`src/fps_pkg.sv`:
```
// ----------------------------------------------------------------------------
// fps_pkg
// Shared types and constants of the firing pulse sequencer.
// ----------------------------------------------------------------------------
`default_nettype none

package fps_pkg;

    localparam int CHANNEL_COUNT   = 30;
    localparam int SLOTS_PER_ROUND = 3;
    localparam int NAMED_SLOTS     = 3;

    localparam int CHAN_W      = 8;
    localparam int SLOT_CHAN_W = 5;
    localparam int DRIVE_W     = 30;
    localparam int TICK_W      = 16;
    localparam int ELAPSED_W   = 18;
    localparam int CFG_W       = 16;
    localparam int CFG_IDX_W   = 1;
    localparam int SLOT_IDX_W  = (SLOTS_PER_ROUND > 1) ? $clog2(SLOTS_PER_ROUND) : 1;

    localparam logic [TICK_W-1:0] SLOT_TICKS_RESET  = TICK_W'(10);
    localparam logic [TICK_W-1:0] FIRE_WINDOW_RESET = TICK_W'(1000);

    typedef enum logic [1:0] {
        REQ_TICK   = 2'd0,
        REQ_ARM    = 2'd1,
        REQ_DISARM = 2'd2,
        REQ_FIRE   = 2'd3
    } req_type_t;

    typedef enum logic [1:0] {
        STAT_OK      = 2'd0,
        STAT_INVALID = 2'd1,
        STAT_BUSY    = 2'd2
    } status_t;

    typedef enum logic [CFG_IDX_W-1:0] {
        CFG_SLOT_TICKS  = 1'd0,
        CFG_FIRE_WINDOW = 1'd1
    } cfg_index_t;

    typedef struct packed {
        logic [1:0]        req_type;
        logic [CHAN_W-1:0] chan_first;
        logic [CHAN_W-1:0] chan_second;
        logic [CHAN_W-1:0] chan_third;
    } in_item_t;

    typedef struct packed {
        logic [DRIVE_W-1:0] channel_drive;
        logic               arm_line;
        logic               busy_res;
        logic [1:0]         status;
    } out_item_t;

    typedef struct packed {
        logic                 we;
        logic [CFG_IDX_W-1:0] index;
        logic [CFG_W-1:0]     data;
    } cfg_write_t;

endpackage

`default_nettype wire

```
`src/fps_core.sv`:
```
// ----------------------------------------------------------------------------
// fps_core
// Sequencer state and per-item update: arm flag, slot stepping, window check.
// ----------------------------------------------------------------------------
`default_nettype none

module fps_core (
    input  wire logic               clk,
    input  wire logic               rst_n,
    input  wire logic               step,
    input  wire fps_pkg::in_item_t  item,
    input  wire fps_pkg::cfg_write_t cfg,
    output fps_pkg::out_item_t      result
);
    import fps_pkg::*;

    logic [TICK_W-1:0]      slot_ticks_reg;
    logic [TICK_W-1:0]      fire_window_reg;
    logic                   armed_reg, armed_next;
    logic                   firing_reg, firing_next;
    logic [SLOT_CHAN_W-1:0] slot_chan_reg [NAMED_SLOTS];
    logic [SLOT_CHAN_W-1:0] slot_chan_next [NAMED_SLOTS];
    logic [SLOT_IDX_W-1:0]  slot_idx_reg, slot_idx_next;
    logic [TICK_W-1:0]      tick_cnt_reg, tick_cnt_next;
    logic [ELAPSED_W-1:0]   elapsed_reg, elapsed_next;

    logic [SLOT_CHAN_W-1:0] cur_chan;
    logic                   cur_named;
    logic [DRIVE_W-1:0]     drive;
    logic [TICK_W-1:0]      slot_len;
    logic [TICK_W:0]        tick_cnt_inc;
    logic [ELAPSED_W-1:0]   elapsed_inc;
    logic                   chan_bad;

    always_ff @(posedge clk or negedge rst_n)
    begin
        if (!rst_n)
        begin
            slot_ticks_reg  <= SLOT_TICKS_RESET;
            fire_window_reg <= FIRE_WINDOW_RESET;
        end
        else if (cfg.we)
        begin
            case (cfg.index)
                CFG_SLOT_TICKS:  slot_ticks_reg  <= cfg.data;
                CFG_FIRE_WINDOW: fire_window_reg <= cfg.data;
                default: ;
            endcase
        end
    end

    // channel of the current slot, zero past the named slots
    always_comb
    begin
        cur_chan  = '0;
        cur_named = 1'b0;
        for (int i = 0; i < NAMED_SLOTS; i++)
        begin
            if (i < SLOTS_PER_ROUND && slot_idx_reg == SLOT_IDX_W'(i))
            begin
                cur_chan  = slot_chan_reg[i];
                cur_named = 1'b1;
            end
        end
    end

    always_comb
    begin
        for (int k = 0; k < DRIVE_W; k++)
        begin
            drive[k] = armed_reg && cur_named && (cur_chan == SLOT_CHAN_W'(k + 1));
        end
    end

    assign slot_len     = (slot_ticks_reg == '0) ? TICK_W'(1) : slot_ticks_reg;
    assign tick_cnt_inc = {1'b0, tick_cnt_reg} + (TICK_W+1)'(1);
    assign elapsed_inc  = (elapsed_reg == '1) ? elapsed_reg : elapsed_reg + ELAPSED_W'(1);
    assign chan_bad     = (item.chan_first  > CHAN_W'(CHANNEL_COUNT))
                       || (item.chan_second > CHAN_W'(CHANNEL_COUNT))
                       || (item.chan_third  > CHAN_W'(CHANNEL_COUNT));

    always_comb
    begin
        armed_next     = armed_reg;
        firing_next    = firing_reg;
        slot_chan_next = slot_chan_reg;
        slot_idx_next  = slot_idx_reg;
        tick_cnt_next  = tick_cnt_reg;
        elapsed_next   = elapsed_reg;
        result.channel_drive = '0;
        result.status        = STAT_OK;

        if (item.req_type == REQ_TICK)
        begin
            if (firing_reg)
            begin
                result.channel_drive = drive;
                elapsed_next = elapsed_inc;
                if (tick_cnt_inc >= {1'b0, slot_len})
                begin
                    tick_cnt_next = '0;
                    if (slot_idx_reg == SLOT_IDX_W'(SLOTS_PER_ROUND - 1))
                    begin
                        slot_idx_next = '0;
                        if (elapsed_inc >= {{(ELAPSED_W-TICK_W){1'b0}}, fire_window_reg})
                        begin
                            firing_next = 1'b0;
                        end
                    end
                    else
                    begin
                        slot_idx_next = slot_idx_reg + SLOT_IDX_W'(1);
                    end
                end
                else
                begin
                    tick_cnt_next = tick_cnt_inc[TICK_W-1:0];
                end
            end
        end
        else if (item.req_type == REQ_FIRE && chan_bad)
        begin
            result.status = STAT_INVALID;
        end
        else if (firing_reg)
        begin
            result.status = STAT_BUSY;
        end
        else if (item.req_type == REQ_ARM)
        begin
            armed_next = 1'b1;
        end
        else if (item.req_type == REQ_DISARM)
        begin
            armed_next = 1'b0;
        end
        else
        begin
            slot_chan_next[0] = item.chan_first[SLOT_CHAN_W-1:0];
            slot_chan_next[1] = item.chan_second[SLOT_CHAN_W-1:0];
            slot_chan_next[2] = item.chan_third[SLOT_CHAN_W-1:0];
            slot_idx_next     = '0;
            tick_cnt_next     = '0;
            elapsed_next      = '0;
            firing_next       = (fire_window_reg != '0);
        end

        result.arm_line = armed_next;
        result.busy_res = firing_next;
    end

    always_ff @(posedge clk or negedge rst_n)
    begin
        if (!rst_n)
        begin
            armed_reg     <= 1'b0;
            firing_reg    <= 1'b0;
            slot_chan_reg <= '{default: '0};
            slot_idx_reg  <= '0;
            tick_cnt_reg  <= '0;
            elapsed_reg   <= '0;
        end
        else if (step)
        begin
            armed_reg     <= armed_next;
            firing_reg    <= firing_next;
            slot_chan_reg <= slot_chan_next;
            slot_idx_reg  <= slot_idx_next;
            tick_cnt_reg  <= tick_cnt_next;
            elapsed_reg   <= elapsed_next;
        end
    end

endmodule

`default_nettype wire

```
`src/firing_pulse_sequencer.sv`:
```
// ----------------------------------------------------------------------------
// firing_pulse_sequencer
// Ignition channel sequencer: arm/disarm, fire requests and slot-timed pulses.
// ----------------------------------------------------------------------------
// Every input transfer (tick, arm, disarm or fire) produces exactly one result
// transfer. The item is evaluated against the sequencer state in the cycle it
// is taken; its result is registered in the output register as it is taken.
// A new item is taken every cycle unless a result sits unclaimed there, so
// throughput is one item per clock. Slot length and firing window must be
// written through the cfg port only while no item is pending; not enforced.
// ----------------------------------------------------------------------------
`default_nettype none

module firing_pulse_sequencer (
    input  wire logic                       clk,
    input  wire logic                       rst_n,
    input  wire logic                       in_valid,
    output logic                            in_ready,
    input  wire fps_pkg::in_item_t          in_data,
    output logic                            out_valid,
    input  wire logic                       out_ready,
    output fps_pkg::out_item_t              out_data,
    input  wire logic                       cfg_we,
    input  wire logic [fps_pkg::CFG_IDX_W-1:0] cfg_index,
    input  wire logic [fps_pkg::CFG_W-1:0]  cfg_data
);
    import fps_pkg::*;

    logic       out_valid_reg;
    out_item_t  out_data_reg;
    out_item_t  result;
    cfg_write_t cfg;
    logic       step;

    assign in_ready = !out_valid_reg || out_ready;
    assign step     = in_valid && in_ready;

    assign cfg.we    = cfg_we;
    assign cfg.index = cfg_index;
    assign cfg.data  = cfg_data;

    fps_core u_core (
        .clk    (clk),
        .rst_n  (rst_n),
        .step   (step),
        .item   (in_data),
        .cfg    (cfg),
        .result (result)
    );

    always_ff @(posedge clk or negedge rst_n)
    begin
        if (!rst_n)
        begin
            out_valid_reg <= 1'b0;
        end
        else if (step)
        begin
            out_valid_reg <= 1'b1;
        end
        else if (out_ready)
        begin
            out_valid_reg <= 1'b0;
        end
    end

    always_ff @(posedge clk)
    begin
        if (step)
        begin
            out_data_reg <= result;
        end
    end

    assign out_valid = out_valid_reg;
    assign out_data  = out_data_reg;

endmodule

`default_nettype wire
```
`config.mk`:
```
export PLATFORM = sky130hd
export DESIGN_NAME = firing_pulse_sequencer
export DESIGN_NICKNAME = d
export VERILOG_FILES = /design/src/fps_pkg.sv /design/src/fps_core.sv /design/src/firing_pulse_sequencer.sv
export SDC_FILE = /design/constraint.sdc
export NUM_CORES = 1
export LEC_CHECK = 0
export BUFFER_PORTS_ARGS = -buffer_cell sky130_fd_sc_hd__buf_2
export CAP_MARGIN = 10
export CELL_PAD_IN_SITES_DETAIL_PLACEMENT = 1
export CELL_PAD_IN_SITES_GLOBAL_PLACEMENT = 1
export CORE_ASPECT_RATIO = 0.9
export CORE_MARGIN = 5
export CORE_UTILIZATION = 40
export CTS_CLUSTER_DIAMETER = 150
export DETAILED_ROUTE_END_ITERATION = 12
export GPL_TIMING_DRIVEN = 0
export PLACE_DENSITY_LB_ADDON = 0.1
export SYNTH_ARGS = -nofsm -noshare
export SYNTH_HDL_FRONTEND = slang
export SYNTH_SLANG_ARGS = --single-unit
```
`constraint.sdc`:
```
create_clock -name clk -period 8.15 [get_ports clk]
set_input_delay 2.445 -clock clk [delete_from_list [all_inputs] [get_ports clk]]
set_output_delay 2.445 -clock clk [all_outputs]
set_load 0.02 [all_outputs]
```
==> flow_summary.yaml <==
run_status:
  status: "finished, final reports clean"
synthesis:
  synth_warnings: 0
  synth_simple_gate_area_share_pct: 17.4
  ys_seq_area_share_pct: 48.0
  syn_area_per_cell_um2: 10.1
  synth-compound-area-share_pct: 12.2
  synth_top_family_by_area: "simple AND/OR/NAND/NOR gates"
  synth-edff-count: 34
  ys_ff_latch: 120
  synthMuxAreaShare_pct: 6.36
  syn_inst: 656
  syn_nets: 747
  synth_flop_cell: "dfrtp_1"
  syn_area_mm2: 0.00663
  synthArstFlopShare_pct: 71.7
  synth_xor_area_share_pct: 3.30
  synth_cell_types: 57
  synth_fa_ha_area_share_pct: 8.12
grt:
  grt_max_degree: 70
  grt_pass1_wl_um: 30800
  grt_usage_pct: 20.0
  antenna_found_initial: 0
  grt_overflow_total: 0
  grt_pass1_vias: 5743
timing:
  setup_viol: 0
  min_period_ns: 5.30
  worstMarginPinSlew_ns: 1.09
  fmax_mhz: 189
  finClkSkew_ns: 0.00470
  maxSlewViolCount: 0
  hold_viol_final: 0
  rsz0062_at_grt: "false"
  finalCritPeriodShare_pct: 65.0
  slew_headroom_pct: 26.9
  tns_ns: 0
  holdWs_ns: 0.510
final_layout:
  nFillCells: 1869
  final_cell_area_mm2: 0.00796
  layout-drive-gt1-share_pct: 23.4
  stdcell_count: 979
  syn2layout_area_growth_pct: 20.1
  final_common_cell: "buf_2"
  nets: 850
  num_antenna_cells: 0
  largest_reg_flops: 34
  layout_common_cells: "buf_2 (88), dfrtp_1 (78), nand2_1 (76)"
power:
  internal_power_mw: 1.37
  p_seq_share_pct: 39.2
  switching_share_pct: 29.2
  power_density_mw_per_mm2: 242
  leakage_nw: 3.62
  vdd_drop_max_mv: 0.201
  power_frac_clock_pct: 41.8
  p_sw_uw: 563
  p_comb_share_pct: 19.0
critical_path:
  required_ns: 5.71
  arrival_ns: 2.86
  endpoint: "in_ready"
  crit_path_start_kind: "input pin"
  reg2reg_depth: 13
  crit_type: "input pin to output pin"
  reg2reg_from: "u_core.tick_cnt_reg[0]"
  critPathLaunch: "out_ready"
  r2r_slack_ns: 4.11
  path_max_fanout: 3
  worst_setup_path_end_kind: "output pin"
  r2r_end: "u_core.tick_cnt_reg[12]"
clock_network:
  cts.sinks: 120
  clk_pin_slew_ns: 0.06
  clockBufferDepth: 2
  cts_htree_levels: 4
  clock-root-buffer: "clkbuf_16"
  post_cts_buffers: 0
  cts_buffers: 17
  ctsResizeCount: 0
  clock_latency_ns: 0.42
  cts_tree: "yes"
  ctsHoldBuffers: 0
placed_design:
  hpwl_um: 14300
  dpl.cell_count: 947
  numPortBuffers: 83
  gp_congestion: 0.806
  dpl_cell_area_mm2: 0.00733
worst_hold_path:
  hold_depth: 1
  min_path_type: "flop to flop"
routing:
  via_per_inst: 5.49
  drtIter0Drc: 249
  dr_total_vias: 5373
  wl_per_cell_um: 19.3
  drt-total-wl_um: 18900
  final_antenna_net_count: 0
  drc: 0
  dr.pass1.iters: 4
job:
  maxCapViolCount: 0
floorplanning:
  dieArea_mm2: 0.0193
  pin_count: 84
  design.core.area_mm2: 0.0162
  die_h_um: 132
  die_x_um: 146
  placementRows: 44
  initial_core_util_pct: 41.0
worst max-delay path: stages:
cell,delay [ns]
buf_2,0.09
nand2b_1,0.15
buf_2,0.17
stage by stage:
step           setup WS, ns  power, mW  util, %
4_1_cts                2.85       1.95     49.2
3_3_place_gp           2.86       1.11     45.1
6_report               2.85       1.93     49.2
5_1_grt                2.83       2.02     49.2
3_5_place_dp           2.85       1.13     45.3
2_1_floorplan          3.03      0.993        -
cells in the mapped netlist, drive strengths merged, types with 2 or more instances:
cell type  instances  area (um^2)
a211o              3         26.3
a211oi             3         22.5
a21o               6         45.0
a21oi             24          120
a22o               5         43.8
a31oi              5         31.3
a41o               2         20.0
and2               6         37.5
and3               4         25.0
and4               6         53.8
buf               13         97.6
clkbuf            10         41.3
dfrtp             78         1950
dfstp              8          210
edfxtp            34         1020
ha                43          538
inv               42          158
mux2              33          372
mux2i              5         50.1
nand2             76          285
nand2b             9         56.3
nand3             27          135
nand4             13         81.3
nor2              51          199
nor2b              6         37.5
nor3              18         90.1
nor4              11         68.8
o2111ai            2         23.8
o211ai             3         22.5
o21a               3         22.5
o21ai             42          210
o22ai              4         25.0
o31ai             11         82.6
o41ai              5         51.3
or2                7         43.8
or4                2         15.0
xnor2             18          158
xor2               7         61.3
kinds of logic after synthesis:
family	count (synthesis)
AO/OA/AOI/OAI	124
XOR/XNOR	25
adder cells (fa/ha/maj)	43
buffers and inverters	67
flip-flops	120
multiplexers	38
AND/OR/NAND/NOR	239
worst min-delay path by stage:
stage                                        start                       end  slack [ns]
final                     u_core.slot_chan_reg[12]  u_core.slot_chan_reg[12]        0.51
after global routing      u_core.slot_chan_reg[11]  u_core.slot_chan_reg[11]        0.54
after CTS                 u_core.slot_chan_reg[12]  u_core.slot_chan_reg[12]        0.51
after detailed placement  u_core.slot_chan_reg[12]  u_core.slot_chan_reg[12]        0.50
after global placement     u_core.slot_chan_reg[4]   u_core.slot_chan_reg[4]        0.49
after floorplan           u_core.slot_chan_reg[12]  u_core.slot_chan_reg[12]        0.48
layout make-up:
class | count | area, um^2 | area share (%)
clock buffers | 21 | 460 | 5.78
repair buffers | 84 | 445 | 5.59
clock inverters | 11 | 169 | 2.12
inverters | 43 | 161 | 2.03
well taps | 207 | 259 | 3.25
multi-input cells | 469 | 3140 | 39.4
flip-flops and latches | 120 | 3180 | 40.0
plain buffers | 24 | 148 | 1.85
routing by layer:
metal  vias up  part of all wire (%)  GRT usage (%)
met2        92                    47           31.5
li1       2558                     -              -
met1      2704                    48           27.9
met4         0                   1.3           6.01
met5         -                     0              0
met3        19                   3.7           4.26
power by group through the flow:
| stage | combinational [mW] | clock [mW] | sequential (mW) |
|---|---|---|---|
| finish | 0.367 | 0.806 | 0.757 |
| global route | 0.410 | 0.846 | 0.767 |
| CTS | 0.371 | 0.820 | 0.757 |
| global placement | 0.349 | 0 | 0.763 |
| detailed placement | 0.367 | 0 | 0.768 |
| floorplan | 0.235 | 0 | 0.758 |
(Power assumes the default switching activity.)
